--- src/assert_macros.svh ---
// Assertion macros shared by the scheduler RTL.
// Included by files that carry concurrent checks; depends on nothing.
`ifndef ASSERT_MACROS_SVH
`define ASSERT_MACROS_SVH

// The property must hold at every clock edge outside reset.
`define ASSERT_ALWAYS(label, clk, rst_n, expr) \
    label: assert property (@(posedge clk) disable iff (!rst_n) (expr)) \
        else $error("assertion failed");

// The antecedent in one cycle implies the consequent in the next.
`define ASSERT_NEXT(label, clk, rst_n, ante, cons) \
    label: assert property (@(posedge clk) disable iff (!rst_n) (ante) |=> (cons)) \
        else $error("assertion failed");

`endif

--- src/rrts_pkg.sv ---
// Package for the round-robin thread scheduler: sizes, codes and types.
// Used by every module of the RTL and testbench; depends on nothing.
package rrts_pkg;

    localparam int THREADS  = 16;
    localparam int CORES    = 4;
    localparam int THREAD_W = $clog2(THREADS);
    localparam int CORE_W   = $clog2(CORES);
    localparam int CNT_W    = $clog2(THREADS + 1);

    typedef enum logic [2:0] {
        F_TICK  = 3'd0,
        F_PAUSE = 3'd1,
        F_WAKE  = 3'd2,
        F_ADMIT = 3'd3,
        F_EXIT  = 3'd4
    } t_func;

    typedef enum logic [1:0] {
        ST_OK      = 2'd0,
        ST_INVALID = 2'd1,
        ST_EMPTY   = 2'd2,
        ST_ABSENT  = 2'd3
    } t_status;

    typedef enum logic [1:0] {
        SL_ABSENT  = 2'd0,
        SL_READY   = 2'd1,
        SL_RUNNING = 2'd2,
        SL_WAITING = 2'd3
    } t_slot;

    typedef enum logic [1:0] {
        Q_NONE   = 2'd0,
        Q_PUSH   = 2'd1,
        Q_REMOVE = 2'd2
    } t_qop;

    typedef struct packed {
        t_qop                op;
        logic [THREAD_W-1:0] key;
        logic [CNT_W-1:0]    count;
    } t_q_cmd;

    typedef enum logic [2:0] {
        S_IDLE,
        S_CHK,
        S_WPUSH,
        S_POP,
        S_XFIN,
        S_RESP
    } t_state;

endpackage

--- src/rrts_cell.sv ---
// One entry of the ready queue, kept as a row of cells that shift left on removal.
// Depends on rrts_pkg.
module rrts_cell import rrts_pkg::*; (
    input  logic                i_clk,
    input  t_q_cmd              i_cmd,
    input  logic [THREAD_W-1:0] i_idx,
    input  logic [THREAD_W-1:0] i_right_val,
    input  logic                i_hit,
    output logic                o_hit,
    output logic [THREAD_W-1:0] o_val
);

    logic [THREAD_W-1:0] r_val;
    logic                w_valid;
    logic                w_match;

    assign w_valid = {1'b0, i_idx} < i_cmd.count;
    assign w_match = w_valid && (r_val == i_cmd.key) && (i_cmd.op == Q_REMOVE);
    assign o_hit   = i_hit | w_match;
    assign o_val   = r_val;

    // Once the removed entry is found, every cell from there on takes its right neighbor.
    always_ff @(posedge i_clk) begin
        if (i_cmd.op == Q_PUSH && {1'b0, i_idx} == i_cmd.count) begin
            r_val <= i_cmd.key;
        end else if (i_cmd.op == Q_REMOVE && o_hit) begin
            r_val <= i_right_val;
        end
    end

endmodule

--- src/round_robin_thread_scheduler.sv ---
// Top level of the round-robin thread scheduler: control sequencer, slot states,
// per-core registers and the ready queue cell row. Depends on rrts_pkg, rrts_cell.
//
// Usage: a request beat (func, core, thread) enters on i_in_valid while o_in_stall
// is low. One result beat (status, running thread, running valid, ready count)
// leaves on o_out_valid and is taken when i_out_stall is low.
// One request is handled at a time by a small sequencer; each step does at most
// one queue operation in the cell row (push at the tail or remove one entry with
// a left shift), one slot-state read and at most one write. After the check step,
// pause and any request turned back there go straight to the result step; admit
// and wake pass a write-and-push step, tick a pop step, and exit a pop step and,
// when a thread was popped, a finishing step. The next request is accepted from
// the cycle after its result is registered.
// The result sits in an output register; while the receiver stalls it holds,
// and a finished request waits in its last step until the register is free.
// Reset (synchronous, active low) marks all slots absent, empties the queue
// and clears every core; no clearing pass is needed.
module round_robin_thread_scheduler import rrts_pkg::*; (
    input  logic                i_clk,
    input  logic                i_rst_n,
    input  logic                i_in_valid,
    output logic                o_in_stall,
    input  logic [2:0]          i_func,
    input  logic [CORE_W-1:0]   i_core,
    input  logic [THREAD_W-1:0] i_thread,
    output logic                o_out_valid,
    input  logic                i_out_stall,
    output logic [1:0]          o_status,
    output logic [THREAD_W-1:0] o_running_thread,
    output logic                o_running_valid,
    output logic [CNT_W-1:0]    o_ready_count
);

`include "assert_macros.svh"

    t_state              r_state, n_state;
    logic [2:0]          r_func;
    logic [CORE_W-1:0]   r_core;
    logic [THREAD_W-1:0] r_thread;
    logic [THREAD_W-1:0] r_prev, n_prev;
    t_status             r_stat, n_stat;
    logic                r_exit, n_exit;
    logic [CNT_W-1:0]    r_count, n_count;

    t_slot               r_slot [THREADS];
    logic [THREAD_W-1:0] r_cthread [CORES];
    logic [CORES-1:0]    r_busy;

    // One slot-state read port and one write port.
    logic [THREAD_W-1:0] w_raddr;
    t_slot               w_rdata;
    logic                w_we;
    logic [THREAD_W-1:0] w_waddr;
    t_slot               w_wdata;

    logic                w_core_we;
    logic [THREAD_W-1:0] w_core_thread;
    logic                w_core_busy;

    t_q_cmd              w_cmd;
    logic [THREAD_W-1:0] w_val [THREADS];
    logic [THREADS:0]    w_hit;

    logic                w_load;

    assign w_rdata    = r_slot[w_raddr];
    assign o_in_stall = (r_state != S_IDLE);

    genvar gi;
    generate
        for (gi = 0; gi < THREADS; gi++) begin : g_cell
            rrts_cell u_cell (
                .i_clk       (i_clk),
                .i_cmd       (w_cmd),
                .i_idx       (THREAD_W'(gi)),
                .i_right_val ((gi == THREADS - 1) ? w_val[gi] : w_val[(gi + 1) % THREADS]),
                .i_hit       (w_hit[gi]),
                .o_hit       (w_hit[gi + 1]),
                .o_val       (w_val[gi])
            );
        end
    endgenerate
    assign w_hit[0] = 1'b0;

    always_comb begin
        n_state       = r_state;
        n_prev        = r_prev;
        n_stat        = r_stat;
        n_exit        = r_exit;
        n_count       = r_count;
        w_raddr       = r_prev;
        w_we          = 1'b0;
        w_waddr       = r_prev;
        w_wdata       = SL_ABSENT;
        w_core_we     = 1'b0;
        w_core_thread = r_cthread[r_core];
        w_core_busy   = r_busy[r_core];
        w_cmd.op      = Q_NONE;
        w_cmd.key     = r_thread;
        w_cmd.count   = r_count;
        w_load        = 1'b0;
        unique case (r_state)
            S_IDLE: begin
                if (i_in_valid) begin
                    n_state = S_CHK;
                end
            end
            S_CHK: begin
                n_prev = r_cthread[r_core];
                n_exit = 1'b0;
                n_stat = ST_OK;
                if (r_func == F_WAKE || r_func == F_ADMIT) begin
                    w_raddr = r_thread;
                end else begin
                    w_raddr = r_cthread[r_core];
                end
                n_state = S_RESP;
                case (r_func)
                    F_TICK, F_EXIT: begin
                        if (r_func == F_EXIT && !r_busy[r_core]) begin
                            n_stat = ST_INVALID;
                        end else if (r_func == F_EXIT && w_rdata == SL_ABSENT) begin
                            n_stat = ST_ABSENT;
                        end else begin
                            n_exit  = (r_func == F_EXIT);
                            n_state = S_POP;
                            if (r_busy[r_core] && w_rdata == SL_RUNNING) begin
                                w_we    = 1'b1;
                                w_waddr = r_cthread[r_core];
                                w_wdata = SL_READY;
                                if (r_count < CNT_W'(THREADS)) begin
                                    w_cmd.op  = Q_PUSH;
                                    w_cmd.key = r_cthread[r_core];
                                    n_count   = r_count + 1'b1;
                                end
                            end
                        end
                    end
                    F_PAUSE: begin
                        if (r_busy[r_core] && w_rdata == SL_RUNNING) begin
                            w_we    = 1'b1;
                            w_waddr = r_cthread[r_core];
                            w_wdata = SL_WAITING;
                        end else begin
                            n_stat = ST_INVALID;
                        end
                    end
                    F_WAKE: begin
                        if (w_rdata == SL_ABSENT) begin
                            n_stat = ST_ABSENT;
                        end else begin
                            n_state = S_WPUSH;
                            if (w_rdata == SL_READY) begin
                                w_cmd.op = Q_REMOVE;
                                n_count  = r_count - CNT_W'(w_hit[THREADS]);
                            end
                        end
                    end
                    F_ADMIT: begin
                        if (w_rdata != SL_ABSENT) begin
                            n_stat = ST_INVALID;
                        end else begin
                            n_state = S_WPUSH;
                        end
                    end
                    default: begin
                        n_stat = ST_INVALID;
                    end
                endcase
            end
            S_WPUSH: begin
                w_we    = 1'b1;
                w_waddr = r_thread;
                w_wdata = SL_READY;
                if (r_count < CNT_W'(THREADS)) begin
                    w_cmd.op = Q_PUSH;
                    n_count  = r_count + 1'b1;
                end
                n_state = S_RESP;
            end
            S_POP: begin
                if (r_count == '0) begin
                    n_stat  = ST_EMPTY;
                    n_state = S_RESP;
                end else begin
                    w_cmd.op      = Q_REMOVE;
                    w_cmd.key     = w_val[0];
                    n_count       = r_count - 1'b1;
                    w_we          = 1'b1;
                    w_waddr       = w_val[0];
                    w_wdata       = SL_RUNNING;
                    w_core_we     = 1'b1;
                    w_core_thread = w_val[0];
                    w_core_busy   = 1'b1;
                    n_state       = r_exit ? S_XFIN : S_RESP;
                end
            end
            S_XFIN: begin
                w_raddr = r_prev;
                if (w_rdata == SL_READY) begin
                    w_cmd.op  = Q_REMOVE;
                    w_cmd.key = r_prev;
                    n_count   = r_count - CNT_W'(w_hit[THREADS]);
                end
                if (r_cthread[r_core] == r_prev) begin
                    w_core_we   = 1'b1;
                    w_core_busy = 1'b0;
                end
                w_we    = 1'b1;
                w_waddr = r_prev;
                w_wdata = SL_ABSENT;
                n_state = S_RESP;
            end
            S_RESP: begin
                w_raddr = r_cthread[r_core];
                if (!o_out_valid || !i_out_stall) begin
                    w_load  = 1'b1;
                    n_state = S_IDLE;
                end
            end
            default: begin
                n_state = S_IDLE;
            end
        endcase
    end

    always_ff @(posedge i_clk) begin
        if (!i_rst_n) begin
            r_state <= S_IDLE;
            r_count <= '0;
            r_busy  <= '0;
            for (int i = 0; i < THREADS; i++) begin
                r_slot[i] <= SL_ABSENT;
            end
            for (int i = 0; i < CORES; i++) begin
                r_cthread[i] <= '0;
            end
            r_exit  <= 1'b0;
            r_stat  <= ST_OK;
        end else begin
            r_state <= n_state;
            r_count <= n_count;
            r_exit  <= n_exit;
            r_stat  <= n_stat;
            if (w_we) begin
                r_slot[w_waddr] <= w_wdata;
            end
            if (w_core_we) begin
                r_cthread[r_core] <= w_core_thread;
                r_busy[r_core]    <= w_core_busy;
            end
        end
    end

    always_ff @(posedge i_clk) begin
        r_prev <= n_prev;
        if (r_state == S_IDLE && i_in_valid) begin
            r_func   <= i_func;
            r_core   <= i_core;
            r_thread <= i_thread;
        end
    end

    always_ff @(posedge i_clk) begin
        if (!i_rst_n) begin
            o_out_valid <= 1'b0;
        end else if (w_load) begin
            o_out_valid <= 1'b1;
        end else if (!i_out_stall) begin
            o_out_valid <= 1'b0;
        end
    end

    always_ff @(posedge i_clk) begin
        if (w_load) begin
            o_status         <= r_stat;
            o_running_valid  <= r_busy[r_core] && (w_rdata == SL_RUNNING);
            o_running_thread <= (r_busy[r_core] && w_rdata == SL_RUNNING) ?
                                r_cthread[r_core] : '0;
            o_ready_count    <= r_count;
        end
    end

    `ASSERT_ALWAYS(a_count_range, i_clk, i_rst_n, r_count <= CNT_W'(THREADS))
    `ASSERT_NEXT(a_idle_count_stable, i_clk, i_rst_n, r_state == S_IDLE, r_count == $past(r_count))
    `ASSERT_NEXT(a_pop_sets_busy, i_clk, i_rst_n, r_state == S_POP && r_count != '0, r_busy[r_core])

endmodule

--- config.mk ---
export PLATFORM = sky130hd
export DESIGN_NAME = round_robin_thread_scheduler
export DESIGN_NICKNAME = d
export VERILOG_FILES = /design/src/rrts_pkg.sv /design/src/rrts_cell.sv /design/src/round_robin_thread_scheduler.sv
export VERILOG_INCLUDE_DIRS = /design/src /design/src/src
export SDC_FILE = /design/constraint.sdc
export NUM_CORES = 1
export LEC_CHECK = 0
export BUFFER_PORTS_ARGS = -buffer_cell sky130_fd_sc_hd__buf_2
export CORE_ASPECT_RATIO = 0.5
export CORE_MARGIN = 2
export CORE_UTILIZATION = 33
export CTS_CLUSTER_DIAMETER = 60
export CTS_CLUSTER_SIZE = 16
export DETAILED_ROUTE_END_ITERATION = 16
export PLACE_DENSITY_LB_ADDON = 0.25
export SYNTH_ARGS = -nofsm -noshare
export SYNTH_HDL_FRONTEND = slang
export SYNTH_SLANG_ARGS = --single-unit
--- constraint.sdc ---
create_clock -name i_clk -period 7 [get_ports i_clk]
set_input_delay 0.7 -clock i_clk [delete_from_list [all_inputs] [get_ports i_clk]]
set_output_delay 0.7 -clock i_clk [all_outputs]
set_load 0.03 [all_outputs]
==> reports/qor.txt, run 1 <==
P&R area growth vs syn = 10.9%
CP arrival = 6.75 ns
area leader, netlist = edfxtp_1
Seq cells post-synth = 155
initial antenna violation count = 0
worst clock skew = 0.0108 ns
ranking of synthesized cells by area = edfxtp_1 (43%), o21ai_0 (5.3%), nor2_1 (4.8%)
status = finished clean
vias in the first global route = 7046
pre-CTS worst setup slack = 0.436 ns
CTS buffer count = 17
Die Span Y = 124 um
routability cong. = 0.901
die width = 244 um
GR Overflow Total = 0
maximum vdd ir drop = 0.160 mV
CTS Hold Bufs = 0
starting density of the core = 0.339
die area = 30200 um2
Antenna diodes = 0
deepest clock path buffer count = 2
final wirelength = 26300 um
CTS tree = yes
Worst setup SP type = register
Syn Nets = 1011
first-pass GRT wire length = 40700 um
max_cap viols = 0
Hold Fails Final Rpt = 0
commonest non-fill, non-tap cell in the layout = edfxtp_1
Post-synth EDFFs = 137
Clock Tree Root = clkbuf_16
Final setup viols = 0
DR vias/cell = 5.50
num rows = 43
HP Class = in2reg
PnR worst setup slack = 0.605 ns
Setup Buffers After CTS = 0
layout cells sized above 1 = 0.126
routed via count = 7623
I/O Pins = 27
unrepaired setup endpoints after global routing = no
CTS clock-pin slew for the worst setup and hold paths = 0.07 ns
first drt pass iteration count = 5
TNS Setup = 0 ns
starting DRC count in detailed routing = 846
commonest non-fill, non-tap cells in the layout = edfxtp_1 (137), nor2_1 (121), nand2_1 (115)
Final min period = 6.40 ns
Worst-Skew Late Latency = 0.46 ns
Crit Path Category = reg2reg
Async SR Flop Fraction = 0
CP max FO = 27
largest net degree at the start of global routing = 42
Routed wire per std cell = 19.0 um
max_slew headroom = 0.142
number of port buffers = 26
actual slew at the worst max-slew pin = 1.29 ns
Final #Nets = 1012
post-cts resize count = 0
Avg Inst Size Synth = 9.58 um2
sequential share of the synthesized area = 0.472
post-synthesis cell count = 990
Post-synth top flop = edfxtp_1
Critical Path RT = 7.35 ns
Fillers = 2813
# DRC = 0
Final Cycle Share = 0.914
Post-DRT Antenna Nets = 0
post-DP HPWL = 18900 um
Synth cell types = 90
pwr dens = 305 nW/um2
CP endpoint kind = register
final max-slew violation count = 0
Total GRT Usage = 0.178
Clock Sinks = 155
mapped cell area = 9490 um2
max frequency = 156 MHz
Pleak = 3.74 nW
synth warn = 0
CTS HTree Levels = 4
Core ar. = 28000 um2
Synth top area share = 0.434
Yosys cell counts, drive strengths merged, types with 7 or more instances:
library cell and instances:
clkbuf 41, a31oi 9, o21ai 103, nor2b 11, dfxtp 18, nand2 117, a211oi 12, a21oi 65
nand4 18, or4 7, nor2 122, xor2 22, and3 17, nor3 19, edfxtp 137, and2 8
mux2i 16, o211ai 10, mux2 8, ha 8, nand2b 11, xnor2 39, buf 21, o22ai 7
nand3 28, inv 25
power breakdown:
| part | internal (mW) | total, mW | switching [mW] | leakage, nW |
|---|---|---|---|---|
| registers | 1.06 | 1.14 | 0.0723 | 1.46 |
| clock network | 0.525 | 0.927 | 0.403 | 0.270 |
| logic | 0.390 | 1.15 | 0.759 | 2.01 |
metrics by stage:
step / util / hold WS (ns) / area, um2 / std cells / total power [mW]
after CTS: 0.376 / 0.386 / 10500 / 1386 / 3.21
after detailed placement: 0.355 / 0.420 / 9940 / 1354 / 2.28
after floorplan: - / 0.403 / 9490 / 990 / 2.00
after global routing: 0.376 / 0.394 / 10500 / 1386 / 3.37
after global placement: 0.355 / 0.415 / 9940 / 1354 / 2.27
final: 0.376 / 0.416 / 10500 / 1386 / 3.21
state kept, by name, indices dropped and copies added, names as in the netlist, 3 cells and up, named ones only:
signal / cells
g_cell.u_cell.o_val: 64
r_slot: 32
r_cthread: 16
o_ready_count: 5
r_count: 5
o_running_thread: 4
r_busy: 4
r_prev: 4
r_thread: 4
r_func: 3
r_state: 3
path summary, 6_finish.rpt:
check	depth (start not counted)	end	startpoint	slack, ns
worst max-delay path	22	r_count[2]$_SDFFE_PN0P_	register	0.60
worst min-delay path	1	r_thread[0]$_DFFE_PP_	i_thread[0]	0.42
worst max register to register	22	r_count[2]$_SDFFE_PN0P_	register	0.60
worst min register to register	0	o_status[1]$_DFFE_PP_	r_stat[1]$_SDFFE_PN0P_	0.43
routing by layer:
metal,global-route usage,wire [um],vias to the layer above
met5,0,0,-
met1,0.241,12500,3732
li1,-,-,3640
met3,0.0379,1300,36
met4,0.0553,378,0
met2,0.286,12100,215
kinds of logic after synthesis:
family,synth area share
simple gates,0.201
compound gates,0.180
flops,0.472
buf+inv,0.0419
xor+xnor,0.0563
mux,0.0386
fa+ha+maj,0.0105
layout make-up:
class                           count  area [um2]  share of cell area
Clock inverter                     14         148              0.0140
Multi-Input combinational cell    748        4630               0.440
Sequential cell                   155        4470               0.425
Timing Repair Buffer               44         265              0.0252
Inverter                           25        96.3             0.00916
Clock buffer                       18         429              0.0408
Tap cell                          382         478              0.0454
worst max-delay path, stage by stage (launching register included):
cell and delay [ns]:
dfxtp_1 0.46, mux4_2 0.71, mux2_1 0.37, a222oi_1 0.22, and2_1 0.17, a311oi_1 0.07, o311ai_4 0.52, nand4_2 0.35
and3_1 0.36, a211oi_4 0.36, buf_4 0.43, xor2_1 0.12, nand4_1 0.25, o31ai_2 0.15, nor4_1 0.44, nand2_1 0.11
ha_1 0.23, ha_1 0.21, a21oi_1 0.14, a31oi_1 0.06, o2111ai_1 0.26, xnor2_1 0.09, and2_1 0.18
(Power assumes the default switching activity.)
==> run 2, diff against run 1 <==
Clock period 7 ns to 6.1 ns, I/O delays scaled along.
==> run 2 against run 1 <==
Against the previous run:
- critical path type unchanged
- clock-buffer cell count shrank 1
- routed wire length grew 1.7%
- first-iteration DRC count shrank 5.8%
- largest cell class unchanged
- hold slack lost 0.086 ns
- flip-flop and latch count is the same
- global-route usage grew 0.26 points
- largest power group unchanged
==> reports/qor.txt, run 2 (synthesized netlist as in run 1, its figures left out) <==
status = finished clean
Clock Sinks = 155
routed via count = 7812
largest stage delay on the critical path = 0.56 ns
Total GRT Usage = 0.180
HP Class = in2reg
CP max FO = 8
Final min period = 5.75 ns
max_cap viols = 0
Final #Nets = 1049
CTS HTree Levels = 4
Register-to-Register Path Depth = 24
DR vias/cell = 5.49
number of port buffers = 26
layout cells sized above 1 = 0.170
die area = 30200 um2
cell depth of the worst setup path = 24
CTS clock-pin slew for the worst setup and hold paths = 0.07 ns
number of flip-flops in the largest register = 64
Die Span Y = 124 um
actual slew at the worst max-slew pin = 1.27 ns
I/O Pins = 27
starting DRC count in detailed routing = 797
CP arrival = 6.10 ns
largest net degree at the start of global routing = 42
commonest non-fill, non-tap cell in the layout = edfxtp_1
initial antenna violation count = 0
first drt pass iteration count = 5
# DRC = 0
CTS buffer count = 17
Post-DRT Antenna Nets = 0
worst clock skew = 0.0117 ns
Critical Path RT = 6.45 ns
max frequency = 174 MHz
Core ar. = 28000 um2
post-DP HPWL = 19600 um
Routed wire per std cell = 18.8 um
routability cong. = 0.926
Worst path slowest cell = or4_4
Hold Fails Final Rpt = 0
design area = 11000 um2
Crit Path Category = reg2reg
final wirelength = 26800 um
pwr dens = 360 nW/um2
Clock Tree Root = clkbuf_16
GR Overflow Total = 0
WP buf/inv = 3
Final setup viols = 0
Antenna diodes = 0
maximum vdd ir drop = 0.251 mV
Final Cycle Share = 0.942
final max-slew violation count = 0
Area after DPL = 10100 um2
Worst-Skew Late Latency = 0.46 ns
Util after Layout = 0.393
vias in the first global route = 7321
deepest clock path buffer count = 2
num rows = 43
Worst setup SP type = register
worst-path cell chain = buf_4 -> mux4_2 -> o21ai_0 -> a31o_2 -> o311ai_0 -> and3_1 -> o311ai_4 -> nand4_4 -> mux2i_1 -> nor2_4 -> buf_12 -> buf_4 -> xnor2_1 -> or4_4 -> o211ai_2 -> nor4_4 -> nand2_1 -> ha_1 -> ha_1 -> nand3_1 -> o311ai_0 -> o21ai_0 -> a21oi_1 -> nor2b_1
max_slew headroom = 0.150
HP Start = i_func[2]
Pleak = 3.97 nW
hold path depth = 1
commonest non-fill, non-tap cells in the layout = edfxtp_1 (137), nor2_1 (121), nand2_1 (115)
P&R area growth vs syn = 15.8%
first-pass GRT wire length = 41500 um
Top delay family on crit path = compound AO/OA/AOI/OAI gates
CTS tree = yes
CP endpoint kind = register
starting density of the core = 0.339
die width = 244 um
-- run 2: cell types whose count changed in the layout (fill, tap and decap cells not counted), moves of 2 or more --
cell        change
a2111oi_0       -3
clkinv_4        +2
a2111oi_2       +2
clkinvlp_4      -2
inv_6           +2
nor4_1          -2
and3_2          +2
buf_12          +4
and3_1          -2
buf_4          +32
-- run 2: final cells by class --
class / instances / area, um2
clock buffers: 17 / 425
well taps: 382 / 478
repair buffers: 81 / 597
fillers: 2770 / 17000
multi-input cells: 748 / 4720
clock inverters: 15 / 189
inverters: 25 / 96.3
flip-flops and latches: 155 / 4480
-- run 2: metrics by stage --
stage                     power, mW   TNS, ns  hold slack [ns]  setup WS, ns  cells
final                          3.96         0            0.329         0.352   1423
after global routing           4.14  -0.00524            0.317      -0.00524   1423
after CTS                      3.84         0            0.309        0.0368   1409
after detailed placement       2.71         0            0.428        0.0803   1377
after global placement         2.70         0            0.431        0.0887   1377
after floorplan                2.29         0            0.403         0.971    990
-- run 2: power by group --
group | internal [mW] | total (mW) | switching (mW)
Combinational | 0.605 | 1.56 | 0.954
Clock | 0.650 | 1.12 | 0.472
Sequential | 1.22 | 1.28 | 0.0556
Total | 2.47 | 3.96 | 1.48
-- run 2: layer usage --
layer | wire length [um] | global-route usage
met5 | 0 | 0
met4 | 473 | 0.0629
met3 | 1320 | 0.0321
met2 | 12700 | 0.296
met1 | 12300 | 0.242
-- run 2: worst reg2reg max path, cell delays in order (launching register included) --
cell	delay, ns
dfxtp_2	0.36
buf_4	0.14
mux4_2	0.55
o21ai_0	0.15
a31o_2	0.27
o311ai_0	0.16
and3_1	0.25
o311ai_4	0.51
nand4_4	0.27
mux2i_1	0.45
nor2_4	0.09
buf_12	0.15
buf_4	0.14
xnor2_1	0.11
or4_4	0.56
o211ai_2	0.15
nor4_4	0.09
nand2_1	0.09
ha_1	0.17
ha_1	0.20
nand3_1	0.14
o311ai_0	0.30
o21ai_0	0.13
a21oi_1	0.18
nor2b_1	0.06
-- run 2: repair_timing --
action	in CTS	in global routing
endpoints found under the setup margin	0	5
hold buffers	0	0
setup buffers	0	14
gates resized for setup	0	22
-- run 2: final timing paths --
path	end	slack, ns
min reg2reg	o_status[1]$_DFFE_PP_	0.44
max reg2reg	r_count[4]$_SDFFE_PN0P_	0.35
max	r_count[4]$_SDFFE_PN0P_	0.35
min	r_func[2]$_DFFE_PP_	0.33
==> run 3, diff against run 2 <==
Settings changed: ABC_AREA set to 1.
==> run 3 against run 2 <==
Against the previous run:
- via count shrank 2.9%
- die area shrank 2.5%
- non-clock buffer count shrank 47
- first-iteration DRC count grew 4.5%
- final cell count grew 7.1%
- global-route usage shrank 1.1 points
==> reports/qor.txt, run 3 <==
status = finished clean
CTS clock-pin slew for the worst setup and hold paths = 0.07 ns
Util after Layout = 0.375
fin cells = 1524
max_slew headroom = 0.156
HP Class = in2reg
max_cap viols = 0
maximum vdd ir drop = 0.342 mV
deepest clock path buffer count = 2
Top delay family on crit path = simple AND/OR/NAND/NOR gates
largest net degree at the start of global routing = 34
CTS tree = yes
starting DRC count in detailed routing = 833
pre-CTS worst setup slack = 0.798 ns
Setup Buffers After CTS = 0
Antenna diodes = 0
routability cong. = 0.930
CP arrival = 5.67 ns
I/O Pins = 27
actual slew at the worst max-slew pin = 1.27 ns
CP endpoint kind = register
vias in the first global route = 7352
num rows = 43
Fillers = 2785
Critical Path RT = 6.40 ns
routed via count = 7582
sequential power share = 0.289
area leader, netlist = edfxtp_1
M1 wire length = 10900 um
Synth top area share = 0.445
Avg Inst Size Synth = 8.38 um2
CP dominant cell by count = nand3_1
ranking of synthesized cells by area = edfxtp_1 (44%), nand2_1 (10%), nor2_1 (5.4%)
post-synthesis cell count = 1103
Total GRT Usage = 0.169
Final Cycle Share = 0.879
Clock Sinks = 155
P_sw = 2.23 mW
Syn Nets = 1124
Core ar. = 27600 um2
CP max FO = 23
Post-synth EDFFs = 137
Routed wire per std cell = 15.6 um
post-cts resize count = 0
max frequency = 186 MHz
die width = 241 um
pwr dens = 471 nW/um2
synth warn = 0
# DRC = 0
mapped cell area = 9250 um2
Worst-Skew Late Latency = 0.44 ns
CTS HTree Levels = 4
Die Span Y = 122 um
largest stage delay on the critical path = 0.43 ns
Post-synth top flop = edfxtp_1
number of flip-flops in the largest register = 64
PnR worst setup slack = 0.737 ns
commonest non-fill, non-tap cell in the layout = nand2_1
DR vias/cell = 4.98
top layer in use = met4
WL met3 = 994 um
post-DP HPWL = 17600 um
Synth cell types = 50
Post-synth top cells = nand2_1 (255), edfxtp_1 (137), nor2_1 (132)
final max-slew violation count = 0
Clock Tree Root = clkbuf_16
starting density of the core = 0.335
Crit Path Category = reg2reg
die area = 29500 um2
P_int = 2.64 mW
CTS Hold Bufs = 0
Async SR Flop Fraction = 0
WP buf/inv = 2
CTS buffer count = 17
Inst Count DP = 1492
top-count cell post-synth = nand2_1
initial antenna violation count = 0
Final #Nets = 1150
number of port buffers = 26
Final setup viols = 0
layout cells sized above 1 = 0.116
Final min period = 5.36 ns
TNS Setup = 0 ns
Logic pwr share = 0.489
Pleak = 4.13 nW
first drt pass iteration count = 5
P&R area growth vs syn = 11.9%
Seq cells post-synth = 155
first-pass GRT wire length = 38500 um
Worst setup SP type = register
switching share of power = 0.459
unrepaired setup endpoints after global routing = no
commonest non-fill, non-tap cells in the layout = nand2_1 (255), edfxtp_1 (137), nor2_1 (132)
Post-DRT Antenna Nets = 0
clock power share = 0.222
GR Overflow Total = 0
worst clock skew = 0.0141 ns
sequential share of the synthesized area = 0.484
Hold Fails Final Rpt = 0
Worst path slowest cell = dfxtp_1
met2 WL = 11300 um
final wirelength = 23800 um
run 3: cell count changes in the layout (fill, tap and decap cells not counted), moves of 12 or more:
cell / previous run / this run
nand3_2: 0 / 12
nand3_1: 28 / 92
nand2_1: 115 / 255
buf_4: 50 / 8
a21oi_1: 60 / 30
mux2i_1: 14 / 0
and3_1: 14 / 0
inv_1: 23 / 111
run 3: final cells by class:
cell class / count / area [um2] / share of cell area
Inverter: 126 / 477 / 0.0461
Clock buffer: 19 / 453 / 0.0438
Multi-Input combinational cell: 795 / 4130 / 0.399
Timing Repair Buffer: 34 / 190 / 0.0184
Clock inverter: 13 / 144 / 0.0139
Sequential cell: 155 / 4470 / 0.432
Tap cell: 382 / 478 / 0.0462
run 3: power by group through the flow:
| stage | Clock, mW | Sequential (mW) | Combinational (mW) |
|---|---|---|---|
| 2_1_floorplan | 0 | 1.41 | 1.92 |
| 3_3_place_gp | 0 | 1.43 | 2.35 |
| 3_5_place_dp | 0 | 1.43 | 2.38 |
| 4_1_cts | 1.10 | 1.41 | 2.39 |
| 5_1_grt | 1.14 | 1.42 | 2.67 |
| 6_report | 1.08 | 1.41 | 2.38 |
run 3: stage by stage:
| stage | hold WS, ns | area (um2) | total power [mW] |
|---|---|---|---|
| 2_1_floorplan | 0.406 | 9250 | 3.32 |
| 6_report | 0.336 | 10300 | 4.87 |
| 5_1_grt | 0.319 | 10300 | 5.23 |
| 4_1_cts | 0.320 | 10300 | 4.89 |
| 3_5_place_dp | 0.418 | 9750 | 3.81 |
| 3_3_place_gp | 0.426 | 9750 | 3.77 |
run 3: final timing paths:
check,startpoint,endpoint,slack (ns),cells past startpoint
setup / recovery,r_state[0]$_SDFFE_PN0P_,r_count[4]$_SDFFE_PN0P_,0.74,34
hold reg to reg,r_stat[0]$_SDFFE_PN0P_,o_status[0]$_DFFE_PP_,0.43,0
hold / removal,i_func[0],r_func[0]$_DFFE_PP_,0.34,1
setup reg to reg,r_state[0]$_SDFFE_PN0P_,r_count[4]$_SDFFE_PN0P_,0.74,34
run 3: logic make-up after synthesis:
family	Yosys count	synth area share
AOI/OAI and AO/OA	171	0.104
DFF	155	0.484
buffers and inverters	153	0.0694
adders and majority gates	8	0.0108
xor gates and xnor gates	52	0.0509
and+or+nand+nor	564	0.281
run 3: metal layers:
metal | up-vias | GRT usage
met3 | 40 | 0.0315
met5 | - | 0
met1 | 3574 | 0.219
li1 | 3772 | -
met4 | 0 | 0.0633
met2 | 196 | 0.284
